[src/hw/rtl/cpa_pkg.sv]
// Shared types and constants for the contiguous page allocator.
// No dependencies; imported by every module of the block.
`default_nettype none

package cpa_pkg;

  // Field widths
  localparam int REQ_W  = 29;
  localparam int TOP_W  = 16;
  localparam int BASE_W = 16;

  // Page geometry
  localparam int PAGE_BYTES = 4096;
  localparam int PAGE_SHIFT = $clog2(PAGE_BYTES);

  // Page count after round-up of a request
  localparam int N_W = REQ_W + 1 - PAGE_SHIFT;

  // Bitmap word organization
  localparam int WORD_BITS = 32;
  localparam int WORD_LSB  = $clog2(WORD_BITS);

  localparam int MAP_PAGES_DEF = 65536;
  localparam logic [TOP_W-1:0] TOP_RESET = 16'd32768;

  typedef enum logic [2:0] {
    ST_CLEAR,
    ST_IDLE,
    ST_SCAN,
    ST_MARK,
    ST_DONE
  } state_t;

  // Outcome of examining one bitmap word in scan order
  typedef struct packed {
    logic                hit;
    logic [WORD_LSB-1:0] hit_pos;
    logic [N_W-1:0]      run_out;
  } scan_res_t;

endpackage

`default_nettype wire

[src/hw/rtl/cpa_word_scan.sv]
// Examines one 32-page bitmap word from its highest page down.
// Finds the first page that closes a free run long enough. Depends on cpa_pkg.
`default_nettype none

module cpa_word_scan (
  input  wire logic [cpa_pkg::WORD_BITS-1:0] word_data,
  input  wire logic                          first_word,
  input  wire logic [cpa_pkg::WORD_LSB-1:0]  top_bit,
  input  wire logic                          bottom_word,
  input  wire logic [cpa_pkg::N_W-1:0]       run_in,
  input  wire logic [cpa_pkg::N_W-1:0]       need_pages,
  output cpa_pkg::scan_res_t                 res
);
  import cpa_pkg::*;

  logic [WORD_BITS-1:0] used;
  logic [WORD_BITS-1:0] us;          // scan order: index 0 is the highest page
  logic                 hv [0:WORD_LSB][0:WORD_BITS];
  logic [WORD_LSB-1:0]  iv [0:WORD_LSB][0:WORD_BITS];
  logic [N_W-1:0]       need;
  logic [WORD_LSB-1:0]  run_j;
  logic [WORD_LSB-1:0]  tail;
  logic [N_W:0]         sum;
  logic                 cond;

  always_comb begin
    // pages above the start and page 0 count as used
    used = word_data;
    for (int b = 0; b < WORD_BITS; b++) begin
      if (first_word && (WORD_LSB'(b) > top_bit)) begin
        used[b] = 1'b1;
      end
    end
    if (bottom_word) begin
      used[0] = 1'b1;
    end
    for (int j = 0; j < WORD_BITS; j++) begin
      us[j] = used[WORD_BITS-1-j];
    end

    // prefix search: nearest used position above each position
    for (int p = 0; p <= WORD_BITS; p++) begin
      if (p == 0) begin
        hv[0][p] = 1'b0;
        iv[0][p] = '0;
      end else begin
        hv[0][p] = us[p-1];
        iv[0][p] = WORD_LSB'(p - 1);
      end
    end
    for (int l = 0; l < WORD_LSB; l++) begin
      for (int p = 0; p <= WORD_BITS; p++) begin
        if (!hv[l][p] && (p >= (1 << l))) begin
          hv[l+1][p] = hv[l][p-(1<<l)];
          iv[l+1][p] = iv[l][p-(1<<l)];
        end else begin
          hv[l+1][p] = hv[l][p];
          iv[l+1][p] = iv[l][p];
        end
      end
    end

    need = need_pages - run_in;

    res.hit     = 1'b0;
    res.hit_pos = '0;
    run_j       = '0;
    cond        = 1'b0;
    for (int j = WORD_BITS - 1; j >= 0; j--) begin
      run_j = WORD_LSB'(j) - WORD_LSB'(1) - iv[WORD_LSB][j];
      if (hv[WORD_LSB][j]) begin
        cond = !us[j] && (N_W'(run_j) >= need_pages);
      end else begin
        cond = !us[j] && (N_W'(j) >= need);
      end
      if (cond) begin
        res.hit     = 1'b1;
        res.hit_pos = WORD_LSB'(j);
      end
    end

    // free run carried into the next word, capped at the page count
    tail = WORD_LSB'(WORD_BITS - 1) - iv[WORD_LSB][WORD_BITS];
    sum  = (N_W+1)'(run_in) + (N_W+1)'(WORD_BITS);
    if (!hv[WORD_LSB][WORD_BITS]) begin
      res.run_out = (sum >= (N_W+1)'(need_pages)) ? need_pages : N_W'(sum);
    end else begin
      res.run_out = (N_W'(tail) >= need_pages) ? need_pages : N_W'(tail);
    end
  end

endmodule

`default_nettype wire

[config.mk]
export PLATFORM = sky130hd
export DESIGN_NAME = cpa_word_scan
export DESIGN_NICKNAME = d
export VERILOG_FILES = /design/src/hw/rtl/cpa_pkg.sv /design/src/hw/rtl/cpa_word_scan.sv
export SDC_FILE = /design/constraint.sdc
export NUM_CORES = 1
export LEC_CHECK = 0
export BUFFER_PORTS_ARGS = -buffer_cell sky130_fd_sc_hd__buf_2
export CORE_AREA = 3 3 182 95
export DETAILED_ROUTE_END_ITERATION = 7
export DIE_AREA = 0 0 185 98
export GPL_TIMING_DRIVEN = 0
export PLACE_DENSITY = 0.8
export SLEW_MARGIN = 20
export SYNTH_ARGS = -nofsm -noshare
export SYNTH_HDL_FRONTEND = slang
export SYNTH_SLANG_ARGS = --single-unit
[constraint.sdc]
create_clock -name vclk -period 14.14
set_input_delay 4.242 -clock vclk [all_inputs]
set_output_delay 4.242 -clock vclk [all_outputs]
set_load 0.03 [all_outputs]
## Word-level counts from Yosys, hierarchy flattened

Index checks and enable logic that the tools add are counted.

- Bits in registers: 0
- Input port bits: 75
- Memories: 0
- Word-level logic and storage cells: 623
- Bits in latches: 0
- Bits in read-only memories: 0
- Output and inout bits: 24
- Bits in writable memories: 0

- Eq/ne operators: 0
- Reduce and logical (&&, ||, !) cells: 127
- Shift operators: 0
- Div/mod/pow operators: 0
- $add $sub $neg: 33
- $mul: 0
- Mux-type cells: 366
- $lt $le $gt $ge: 97
- Bitwise gates (word level): 0

Operator list:

| cell | count |
|---|---|
| $ge 5x18->1 | 31 |
| $mux 5 | 61 |
| $ge 5x18->1 const A | 16 |
| $mux 1 | 215 |
| $mux 6 | 32 |
| $ge 4x18->1 const A | 8 |
| $logic_and 1x1->1 | 95 |
| $gt 5x5->1 const A | 16 |
| $sub 5x5->5 const A | 16 |
| $ge 3x18->1 const A | 4 |
| $mux 3 | 22 |
| $mux 4 | 15 |
| $ge 1x18->1 const A | 3 |
| $mux 18 | 3 |
| $gt 4x5->1 const A | 8 |
| $sub 4x5->5 const A | 8 |
| $ge 2x18->1 const A | 2 |
| $mux 2 | 18 |
| $logic_not 1->1 | 32 |
| $gt 3x5->1 const A | 4 |
| $sub 3x5->5 const A | 4 |
| $add 18x6->19 const B | 1 |
| $ge 19x18->1 | 1 |
| $sub 18x18->18 | 1 |
| 5 further kinds | 7 |

## Logic depth before layout (Yosys ltp)

Gate-level depths: netlist (run 1).

- Depth in word-level cells: 44
- Depth in mapped cells: 29

## Worst setup path before layout (run 1)

OpenSTA, ideal clock, no wires.

- Path kind: input port to output port
- Start point: in top_bit[1] in the netlist's numbering
- End point: out res[18] in the netlist's numbering
- Setup slack: 0.354 ns
- Cell stages on the path: 27
- Arrival time: 9.544 ns
- Path through: buf_4 buf_4 o211ai_1 a211oi_1 nand2_1 o221ai_2 a21oi_2 inv_1 nand2_2 o311ai_1 a311o_1 a221o_1 inv_1 ha_1 nand2_1 mux2_2 a21o_1 ha_1 nor2_1 a21oi_1 nand4_1 o21a_1 o21a_1 nor4_1 o21ai_1 a221o_1 a221oi_2

RTL lines:

| element | line | text |
|---|---|---|
| from (decl) | cpa_word_scan.sv:8 | `input wire logic [cpa_pkg::WORD_LSB-1:0] top_bit,` |
| to (decl) | cpa_word_scan.sv:12 | `output cpa_pkg::scan_res_t res` |

==> results of run 1 <==
-- timing repair --
| item | CTS | global route |
|---|---|---|
| gates resized for setup | 31 | 58 |
| pin swaps | 7 | 23 |
| endpoints found under the setup margin | 6 | 9 |
| buffers inserted | 5 | 30 |
| hold buffers | 0 | 0 |
-- cells in the final DEF, fill, tap and decap left out, types with 7 or more instances in the layout --
cell type / count
sky130_fd_sc_hd__o21ai_0: 66
sky130_fd_sc_hd__buf_4: 39
sky130_fd_sc_hd__buf_2: 104
sky130_fd_sc_hd__a31oi_1: 15
sky130_fd_sc_hd__a21oi_2: 12
sky130_fd_sc_hd__o2111ai_1: 9
sky130_fd_sc_hd__o31ai_1: 9
sky130_fd_sc_hd__inv_1: 77
sky130_fd_sc_hd__nor2b_1: 30
sky130_fd_sc_hd__nor4_1: 12
sky130_fd_sc_hd__a211oi_4: 7
sky130_fd_sc_hd__nand3_1: 29
sky130_fd_sc_hd__clkbuf_1: 15
sky130_fd_sc_hd__a211oi_1: 23
sky130_fd_sc_hd__xnor2_1: 35
sky130_fd_sc_hd__a21oi_1: 104
sky130_fd_sc_hd__a211o_1: 11
sky130_fd_sc_hd__or3_1: 9
sky130_fd_sc_hd__nand2b_1: 55
sky130_fd_sc_hd__o21ai_1: 8
sky130_fd_sc_hd__xor2_1: 22
sky130_fd_sc_hd__ha_1: 200
sky130_fd_sc_hd__nor3_1: 24
sky130_fd_sc_hd__nor2_1: 118
sky130_fd_sc_hd__o211ai_1: 15
sky130_fd_sc_hd__buf_6: 11
sky130_fd_sc_hd__and2_1: 17
sky130_fd_sc_hd__nand2_1: 125
sky130_fd_sc_hd__and3_1: 9
sky130_fd_sc_hd__a21o_1: 50
sky130_fd_sc_hd__nand4_1: 26
sky130_fd_sc_hd__o21a_1: 15
-- power groups by stage --
| stage | logic [µW] | clock network (µW) | registers, µW |
|---|---|---|---|
| 2_1_floorplan | 232 | 0 | 0 |
| 4_1_cts | 348 | 0 | 0 |
| 3_5_place_dp | 339 | 0 | 0 |
| 3_3_place_gp | 323 | 0 | 0 |
| 5_1_grt | 412 | 0 | 0 |
| 6_report | 381 | 0 | 0 |
-- cells by family (layout without fill, tap and decap cells) --
logic type,Yosys count,in the layout,synth area share (%)
other,1,6,0.0396
AO/OA/AOI/OAI,447,447,32.8
buffers and inverters,120,255,5.78
multiplexers,9,9,0.992
adder cells (fa/ha/maj),201,201,26.7
AND/OR/NAND/NOR,518,518,28.4
XOR/XNOR,57,57,5.28
-- path summary, 6_finish.rpt --
path / from / to / slack [ns] / depth (start not counted)
worst max-delay path: first_word / res[19] / -0.03 / 27
worst min-delay path: need_pages[6] / res[6] / 8.89 / 4
-- metrics by stage --
stage	setup WS (ns)	TNS, ns	hold WS (ns)	cell area, µm²
2_1_floorplan	0.354	0	8.71	9480
3_3_place_gp	-1.19	-4.98	8.89	10200
3_5_place_dp	-1.33	-5.59	8.89	10300
4_1_cts	0.00133	0	8.89	10500
5_1_grt	-0.124	-0.225	8.92	11000
6_report	-0.0288	-0.0288	8.89	11000
-- per-layer routing --
metal  track usage (%)  vias to the layer above  part of all wire (%)
met3              13.6                      241                    16
met4              15.7                        4                   5.4
met2              60.1                     1026                    39
met5                 0                        -                 0.052
met1              56.4                     5493                    39
li1                  -                     5358                     -
-- final cells by class --
cell class,instances,share of cell area (%)
Buffer,39,2.33
Inverter,81,2.77
Multi-Input combinational cell,1238,85.3
Tap cell,204,2.33
Timing Repair Buffer,135,7.26
-- worst max-delay path, stage by stage --
cell	delay (ns)
sky130_fd_sc_hd__buf_2	0.11
sky130_fd_sc_hd__nor2b_1	0.13
sky130_fd_sc_hd__buf_2	0.24
sky130_fd_sc_hd__a2111oi_4	0.41
sky130_fd_sc_hd__buf_4	0.22
sky130_fd_sc_hd__nand3_4	0.19
sky130_fd_sc_hd__nor2_1	0.49
sky130_fd_sc_hd__nor2_1	0.15
sky130_fd_sc_hd__a31oi_2	0.44
sky130_fd_sc_hd__o32ai_4	0.25
sky130_fd_sc_hd__a32o_1	0.32
sky130_fd_sc_hd__inv_1	0.07
sky130_fd_sc_hd__nand2_1	0.07
sky130_fd_sc_hd__mux2_2	0.27
sky130_fd_sc_hd__a21o_1	0.18
sky130_fd_sc_hd__ha_1	0.27
sky130_fd_sc_hd__nor2_1	0.09
sky130_fd_sc_hd__a21oi_1	0.05
sky130_fd_sc_hd__nand4_1	0.14
sky130_fd_sc_hd__nand2_1	0.10
sky130_fd_sc_hd__o221a_1	0.28
sky130_fd_sc_hd__o21bai_1	0.23
sky130_fd_sc_hd__a41oi_1	0.16
sky130_fd_sc_hd__o211ai_1	0.31
sky130_fd_sc_hd__a21oi_2	0.13
sky130_fd_sc_hd__o21a_1	0.20
sky130_fd_sc_hd__buf_2	0.17
==> summary.txt, run 1 <==
GRT
  • Largest net degree at the start of global routing: 36
  • Global-route wire length before repair: 60000 µm
  • Global route overflow: 0
  • Combined global-route utilization of all metal layers: 41.3%
  • Number of antenna violations at the first check in global routing: 3
  • Vias in the first global route: 10900

Place
  • Placed Cells incl. Taps: 1662
  • Port-buffer cells: 98
  • Estimated wirelength of the detail-placed design: 31900 µm
  • Global placement routability congestion: 1.07

Final layout
  • ANT cells: 0
  • Ratio of cells with drive above 1 in the final layout: 17.3%
  • Relative area change from synthesis to final layout: 15.8%
  • Total area of multi-input combinational cells: 9350 µm²
  • Clock buffer cells: 0
  • Sequential cell area: 0 µm²
  • Post-route core utilization: 70.5%
  • Final-stage net count: 1771
  • Seq_cells: 0
  • Final standard cell count with taps included and fillers excluded: 1697
  • Fillers: 1326

Drt
  • Routed Antenna Nets: 0
  • Via count of the routed design: 12100
  • Mean routed wirelength per cell: 23.9 µm
  • Number of DRC markers in iteration 0: 1714
  • Number of iterations in the first detailed-routing pass: 7
  • Routed wire length: 40600 µm
  • Residual DRC count: 0
  • Post-detailed-route via-to-cell ratio: 7.14

STA
  • Final setup vio count: 1
  • Max_slew headroom: 28.3%
  • Maximum clock rate: 0.0706 GHz
  • Least setup slack across all paths after layout: -0.0288 ns
  • Final slew viol count: 0
  • Share of the clock period used by the worst path after layout: 100%
  • Final hold violation count: 0
  • Actual transition at the worst max-transition pin: 1.07 ns
  • Unrepaired setup endpoints after global routing: true
  • Time the worst path needs with I/O delays and setup: 14.17 ns

Setup path
  • Critical Path RT: 9.90 ns
  • Kind of end point of the critical path: output pin
  • WS Path Type: in -> out
  • Data arrival time of the worst path: 9.93 ns
  • Startpoint type of the worst setup path: input pin
  • Worst Path Max Fanout: 10

Power
  • Switching power summed over all nets: 239 µW
  • Cell-internal power: 141 µW
  • Clk pwr share: 0%
  • Max IR drop VDD: 0.0184 mV
  • Power per unit of standard cell area: 34.8 nW/µm²
  • Portion of total power attributed to sequential cells: 0%
  • Fraction of power spent switching nets: 62.9%
  • PnR Total Power: 381 µW
  • Leakage power figure: 0.00512 µW
  • Portion of total power attributed to combinational logic: 100.0%

Floorplanning
  • Die width: 185 µm
  • Initial core utilization: 60.9%
  • Cell row count: 32
  • Die Ht: 98 µm
  • Die Footprint: 18100 µm²
  • Top Ports: 99
  • Area of the placeable core: 15500 µm²

Outcome
  • Failing checks: setup timing
  • Run status: complete, but fails checks

Yosys
  • Average cell area after synthesis: 6.99 µm²
  • Most instantiated library cell after synthesis: sky130_fd_sc_hd__ha_1
  • Combined area of all synthesized cells: 9460 µm²
  • Cells after synthesis: 1353
  • Number of warnings printed during yosys synthesis: 0
  • Most area-hungry cell type in the Yosys netlist: sky130_fd_sc_hd__ha_1
  • Area share of the largest cell type after synthesis: 26.4%
  • Synth unique cells: 96
  • Top cell types by occurrence after synthesis: sky130_fd_sc_hd__ha_1, sky130_fd_sc_hd__nand2_1, sky130_fd_sc_hd__nor2_1
  • Largest cells by area after synthesis: sky130_fd_sc_hd__ha_1, sky130_fd_sc_hd__a21oi_1, sky130_fd_sc_hd__nand2_1
  • Sequential element share of the synthesized area: 0%

Job
  • Max-capacitance violation count: 0

Min path
  • Min-Delay Path Class: in -> out
(Power assumes the default switching activity.)
==> run 2, diff against run 1 <==
- CORE_AREA: 3 3 182 95 -> 3 3 280 144
- DIE_AREA: 0 0 185 98 -> 0 0 283 147
- PLACE_DENSITY: 0.8 -> not set
- clock period: 14.14 -> 16.6 ns (I/O delays scaled with it)
==> run 2 against run 1 <==
Highest routed layer is now met4; global-route usage is 23 points lower; final cell count is 17% higher; critical endpoint is now res[18]; first-iteration DRC count is 27% lower; the flow now finishes without violations; non-clock buffer count is 33 lower; largest power group unchanged; hold slack better by 1.5 ns; via count is 7.9% lower.
==> summary.txt, run 2 (synthesis gave the netlist of run 1 again) <==
Floorplanning
  • Top Ports: 99 (unchanged)
  • Initial core utilization: 25.2% (-36 points)
  • Die width: 283 µm (+53%)
  • Die Ht: 147 µm (+50%)
  • Area of the placeable core: 37600 µm² (+140%)
  • Die Footprint: 41600 µm² (+130%)
  • Cell row count: 50 (+56%)

GRT
  • Number of antenna violations at the first check in global routing: 1 (-2)
  • Global-route wire length before repair: 61700 µm (+2.8%)
  • Largest net degree at the start of global routing: 36 (unchanged)
  • Vias in the first global route: 10500 (-4.4%)
  • Combined global-route utilization of all metal layers: 18.3% (-23 points)
  • Global route overflow: 0 (unchanged)

Drt
  • Number of DRC markers in iteration 0: 1256 (-27%)
  • Routed wire length: 40000 µm (-1.4%)
  • Number of iterations in the first detailed-routing pass: 5 (-2)
  • Via count of the routed design: 11200 (-7.9%)
  • Residual DRC count: 0 (unchanged)
  • Routed Antenna Nets: 0 (unchanged)
  • Mean routed wirelength per cell: 20.2 µm (-16%)
  • Post-detailed-route via-to-cell ratio: 5.63 (-21%)

STA
  • Max_slew headroom: 23.6% (-4.7 points)
  • Time the worst path needs with I/O delays and setup: 16.35 ns
  • Final setup vio count: 0 (-1)
  • Final hold violation count: 0 (unchanged)
  • Least setup slack across all paths after layout: 0.248 ns (+0.277 ns)
  • Maximum clock rate: 0.0612 GHz
  • Share of the clock period used by the worst path after layout: 98.5%
  • Actual transition at the worst max-transition pin: 1.14 ns (+0.0745 ns)
  • Worst hold-check slack: 10.37 ns (+1.47 ns)
  • Final slew viol count: 0 (unchanged)

CTS
  • PostCTS Resize Cnt: 3 (-90%)
  • Post-CTS Repair Setup Buffers: 0 (-5)
  • CTS Hold Bufs: 0 (unchanged)

Place
  • Port-buffer cells: 98 (unchanged)
  • Estimated wirelength of the detail-placed design: 32800 µm (+2.8%)
  • Global placement routability congestion: 0.995 (-7.2%)
  • Post-Place Cell Area: 10700 µm² (+4.4%)
  • Placement-stage worst setup slack: -0.566 ns (+0.766 ns)

Final layout
  • Ratio of cells with drive above 1 in the final layout: 12.5% (-4.9 points)
  • Clock buffer cells: 0 (unchanged)
  • Fillers: 4144 (+210%)
  • Final-stage net count: 1738 (-1.9%)
  • Sequential cell area: 0 µm² (unchanged)
  • Leading cell type in the layout, fill and taps excluded: sky130_fd_sc_hd__ha_1
  • Seq_cells: 0 (unchanged)
  • Total area of multi-input combinational cells: 9010 µm² (-3.7%)
  • Relative area change from synthesis to final layout: 14.0%
  • Highest-count cells in the layout ignoring fill and taps: sky130_fd_sc_hd__ha_1, sky130_fd_sc_hd__nand2_1, sky130_fd_sc_hd__nor2_1
  • Design area: 10800 µm² (-1.6%)

Power
  • Portion of total power attributed to combinational logic: 100.0% (about the same)
  • Max IR drop VDD: 0.0122 mV (-34%)
  • PnR Total Power: 300 µW (-21%)
  • Power per unit of standard cell area: 27.8 nW/µm² (-20%)
  • Clk pwr share: 0% (unchanged)
  • Cell-internal power: 111 µW (-22%)
  • Switching power summed over all nets: 190 µW (-21%)
  • Portion of total power attributed to sequential cells: 0% (unchanged)
  • Leakage power figure: 0.00491 µW (-4.2%)
  • Fraction of power spent switching nets: 63.2% (+0.29 points)

Setup path
  • Kind of end point of the critical path: output pin
  • Data arrival time of the worst path: 11.37 ns (+1.44 ns)
  • Startpoint type of the worst setup path: input pin
  • Critical Path RT: 11.62 ns (+1.72 ns)
  • Crit path top cell by count: sky130_fd_sc_hd__buf_6
  • CP Launch Point: first_word
  • Worst Path Max Fanout: 10 (unchanged)
  • Largest stage delay, worst path: 0.65 ns (+0.16 ns)
  • Slowest CP cell: sky130_fd_sc_hd__o32ai_1
  • WS Path Type: in -> out

Outcome
  • Run status: finished clean

Min path
  • Startpoint of the lowest-slack hold path: need_pages[6]
  • Number of stages on the worst hold path: 4 (unchanged)
  • Min-Delay Path Class: in -> out

Job
  • Max-capacitance violation count: 0 (unchanged)
-- run 2: cell count changes in the layout (fill, tap and decap cells not counted), moves of 4 or more --
cell	previous run	this run
sky130_fd_sc_hd__a21oi_1	104	116
sky130_fd_sc_hd__buf_4	39	5
sky130_fd_sc_hd__nor3_1	24	28
sky130_fd_sc_hd__a21oi_4	6	2
sky130_fd_sc_hd__a21oi_2	12	4
sky130_fd_sc_hd__o21ai_0	66	70
sky130_fd_sc_hd__nor2_1	118	122
-- run 2: through the flow --
step | instances | util [%] | TNS [ns]
floorplan | 1358 | - | 0
global placement | 1976 | 28.3 | -1.72
detailed placement | 1980 | 28.5 | -1.25
CTS | 1980 | 28.5 | 0
global route | 1981 | 28.7 | -0.0187
finish | 1981 | 28.7 | 0
-- run 2: critical path: cells and delay by family --
family                     cells  cell delay (ns)
adders and majority gates      1             0.27
AOI/OAI and AO/OA             11             3.13
and+or+nand+nor                8             1.63
muxes                          1             0.33
buffers and inverters          7             1.04
-- run 2: routing by layer --
metal | GRT usage [%] | wire [µm]
met3 | 1.80 | 2980
met5 | 0 | 0
met4 | 6.48 | 1620
met2 | 31.0 | 18100
met1 | 24.2 | 17300
-- run 2: path summary, 6_finish.rpt --
path                  end  slack, ns
setup / recovery  res[18]       0.25
hold / removal     res[6]      10.37
-- run 2: final cells by class --
class                           count  area share, %
Timing Repair Buffer              102           5.36
Antenna cell                        1         0.0232
Tap cell                          520           6.03
Inverter                           81           2.82
Buffer                             39           2.25
Multi-Input combinational cell   1238           83.5
-- run 2: power by group through the flow --
stage | Combinational [µW] | Clock, µW | Sequential (µW)
after floorplan | 197 | 0 | 0
after global placement | 285 | 0 | 0
after detailed placement | 291 | 0 | 0
after CTS | 293 | 0 | 0
after global routing | 334 | 0.00000806 | 0
final | 300 | 0.00000806 | 0
==> run 3, diff against run 2 <==
- ABC_AREA: not set -> 1
- CORE_AREA: 3 3 280 144 -> 3 3 288 148
- DIE_AREA: 0 0 283 147 -> 0 0 291 151
- GPL_TIMING_DRIVEN: 0 -> not set
==> run 3 against run 2 <==
Sequential share of layout area stayed put; routed wire length rose by 6.8%; flip-flop and latch count did not move; first-iteration DRC count decreased by 27%; setup slack better by 0.51 ns; cell area rose by 5.5%; hold slack improved by 0.020 ns; utilization decreased by 0.43 points.
==> summary.txt, run 3 <==
Yosys
  • Sequential element share of the synthesized area: 0% (unchanged)
  • Combined area of all synthesized cells: 10100 µm² (+6.4%)
  • Largest cells by area after synthesis: sky130_fd_sc_hd__ha_1, sky130_fd_sc_hd__nand2_1, sky130_fd_sc_hd__inv_1
  • Synthesized-area fraction occupied by and/or/nand/nor cells: 32.1% (+3.7 points)
  • Most area-hungry cell type in the Yosys netlist: sky130_fd_sc_hd__ha_1
  • Xor-xnor portion of the synthesized cell area: 4.42% (-0.85 points)
  • Synth unique cells: 59 (-39%)
  • Synthesized-area fraction occupied by ao, oa, aoi and oai cells: 24.6% (-8.2 points)
  • Area share of the largest cell type after synthesis: 24.8% (-1.6 points)
  • Number of warnings printed during yosys synthesis: 0 (unchanged)
  • Average cell area after synthesis: 5.80 µm² (-17%)
  • Multiplexer area fraction after synthesis: 0% (-0.99 points)
  • Cells after synthesis: 1735 (+28%)
  • Top cell types by occurrence after synthesis: sky130_fd_sc_hd__nand2_1, sky130_fd_sc_hd__inv_1, sky130_fd_sc_hd__ha_1
  • Synth Area in Adders: 25.0% (-1.6 points)
  • Most instantiated library cell after synthesis: sky130_fd_sc_hd__nand2_1
  • Dominant combinational cell family by area after synthesis: simple AND/OR/NAND/NOR gates

GRT
  • Met2 Usage GRT: 32.1% (+1.1 points)
  • Global route overflow: 0 (unchanged)
  • Vias in the first global route: 11300 (+7.9%)
  • Global-route track usage on met3: 1.55% (-0.25 points)
  • Number of antenna violations at the first check in global routing: 1 (unchanged)
  • GR peak layer: met2
  • Global-route wire length before repair: 65700 µm (+6.5%)
  • Combined global-route utilization of all metal layers: 18.8% (+0.57 points)
  • Largest net degree at the start of global routing: 37 (+2.8%)
  • GR met1 Demand/Resource: 25.8% (+1.6 points)

Final layout
  • Relative area change from synthesis to final layout: 13.0%
  • Clock buffer cells: 0 (unchanged)
  • ANT cells: 0 (-1)
  • Fillers: 4583 (+11%)
  • Total area of multi-input combinational cells: 8720 µm² (-3.2%)
  • Final standard cell count with taps included and fillers excluded: 2390 (+21%)
  • Ratio of cells with drive above 1 in the final layout: 13.7% (+1.3 points)
  • Leading cell type in the layout, fill and taps excluded: sky130_fd_sc_hd__nand2_1
  • Seq_cells: 0 (unchanged)
  • Final-stage net count: 2128 (+22%)
  • Post-route core utilization: 28.3% (-0.43 points)
  • Sequential cell area: 0 µm² (unchanged)
  • Highest-count cells in the layout ignoring fill and taps: sky130_fd_sc_hd__nand2_1, sky130_fd_sc_hd__inv_1, sky130_fd_sc_hd__ha_1

Place
  • Port-buffer cells: 99 (+1.0%)
  • Estimated wirelength of the detail-placed design: 36600 µm (+11%)
  • Global placement routability congestion: 1.06 (+6.8%)
  • Placement-stage worst setup slack: 0.761 ns (+1.33 ns)
  • Placed Cells incl. Taps: 2390 (+21%)

Drt
  • Routed Antenna Nets: 0 (unchanged)
  • Via count of the routed design: 11900 (+6.9%)
  • Number of DRC markers in iteration 0: 918 (-27%)
  • Mean routed wirelength per cell: 17.9 µm (-11%)
  • Residual DRC count: 0 (unchanged)
  • Number of iterations in the first detailed-routing pass: 5 (unchanged)
  • Routed wire length: 42800 µm (+6.8%)
  • Post-detailed-route via-to-cell ratio: 4.99 (-11%)

Job
  • Max-capacitance violation count: 0 (unchanged)

STA
  • Actual transition at the worst max-transition pin: 1.06 ns (-0.0806 ns)
  • Final hold violation count: 0 (unchanged)
  • Worst hold-check slack: 10.39 ns (+0.0201 ns)
  • Max_slew headroom: 29.0% (+5.3 points)
  • Total negative slack: 0 ns (unchanged)
  • Least setup slack across all paths after layout: 0.759 ns (+0.511 ns)
  • Unrepaired setup endpoints after global routing: false
  • Time the worst path needs with I/O delays and setup: 15.84 ns (-0.511 ns)
  • Final slew viol count: 0 (unchanged)
  • Share of the clock period used by the worst path after layout: 95.4% (-3.1 points)
  • Maximum clock rate: 0.0631 GHz (+3.2%)
  • Final setup vio count: 0 (unchanged)

Setup path
  • Startpoint type of the worst setup path: input pin
  • Worst Path Max Fanout: 8 (-2)
  • WS Path Type: in -> out
  • Largest stage delay, worst path: 0.54 ns (-0.11 ns)
  • CP Launch Point: first_word
  • Critical Path RT: 11.62 ns (about the same)
  • Slowest CP cell: sky130_fd_sc_hd__o21ai_2
  • Data arrival time of the worst path: 10.86 ns (-0.51 ns)
  • Crit path top cell by count: sky130_fd_sc_hd__nand2_1
  • Kind of end point of the critical path: output pin

Min path
  • Startpoint of the lowest-slack hold path: need_pages[9]
  • Min-Delay Path Class: in -> out

Floorplanning
  • Die Footprint: 43900 µm² (+5.6%)
  • Top Ports: 99 (unchanged)
  • Initial core utilization: 25.0% (-0.16 points)
  • Die Ht: 151 µm (+2.7%)
  • Cell row count: 52 (+4.0%)
  • Die width: 291 µm (+2.8%)
  • Area of the placeable core: 40300 µm² (+7.1%)

Outcome
  • Run status: finished clean

Power
  • Max IR drop VDD: 0.00780 mV (-36%)
  • Power per unit of standard cell area: 25.8 nW/µm² (-7.3%)
  • Leakage power figure: 0.00598 µW (+22%)

CTS
  • CTS Hold Bufs: 0 (unchanged)
[run 3: changes by cell type after synthesis, sizes merged, moves of 19 or more]
cell | previous run | this run
a21boi | 6 | 34
o21a | 15 | 43
a21o | 51 | 1
nand2b | 56 | 0
xnor2 | 35 | 16
inv | 81 | 352
o21ai | 77 | 138
buf | 22 | 2
nor2b | 31 | 0
nand3 | 33 | 70
nand2 | 131 | 344
a211oi | 31 | 2
nor2 | 123 | 234
[run 3: critical path: cells and delay by family]
kind	cells	cell delay (ns)
compound gates	7	1.68
buf+inv	8	1.23
fa+ha+maj	1	0.28
simple gates	39	2.55
xor+xnor	1	0.15
[run 3: kinds of logic after synthesis]
| group | count (synthesis) |
|---|---|
| other cells | 1 |
| simple gates | 710 |
| fa+ha+maj | 201 |
| compound gates | 407 |
| xor+xnor | 50 |
| buf+inv | 366 |
[run 3: worst paths after layout]
check             endpoint  slack, ns  cells after the start
hold / removal      res[9]      10.39                      4
setup / recovery   res[18]       0.76                     56
[run 3: layout make-up]
cell class | instances | area share, %
Multi-Input combinational cell | 1374 | 76.6
Inverter | 359 | 11.9
Tap cell | 540 | 5.94
Timing Repair Buffer | 117 | 5.54
[run 3: report_power, final]
part           leakage [µW]  total (µW)  internal [µW]  switching [µW]
logic               0.00598         294            101             193
clock network             0           0              0               0
registers                 0           0              0               0
total               0.00598         294            101             193
[run 3: layer usage]
layer / share of wire, % / wire [µm]
met2: 44 / 18900
met1: 47 / 20300
met3: 5.4 / 2310
met4: 2.9 / 1260
met5: 0.028 / 12
[run 3: per-stage QoR]
step	instance area, µm²	power (µW)
6_report	11400	294
5_1_grt	11400	334
4_1_cts	11400	291
3_5_place_dp	11400	288
3_3_place_gp	11400	287
2_1_floorplan	10100	198
[run 3: repair_timing]
action                                  in CTS  in global routing
resized for setup                            0                  1
setup buffers                                0                  0
endpoints found under the setup margin       0                  1
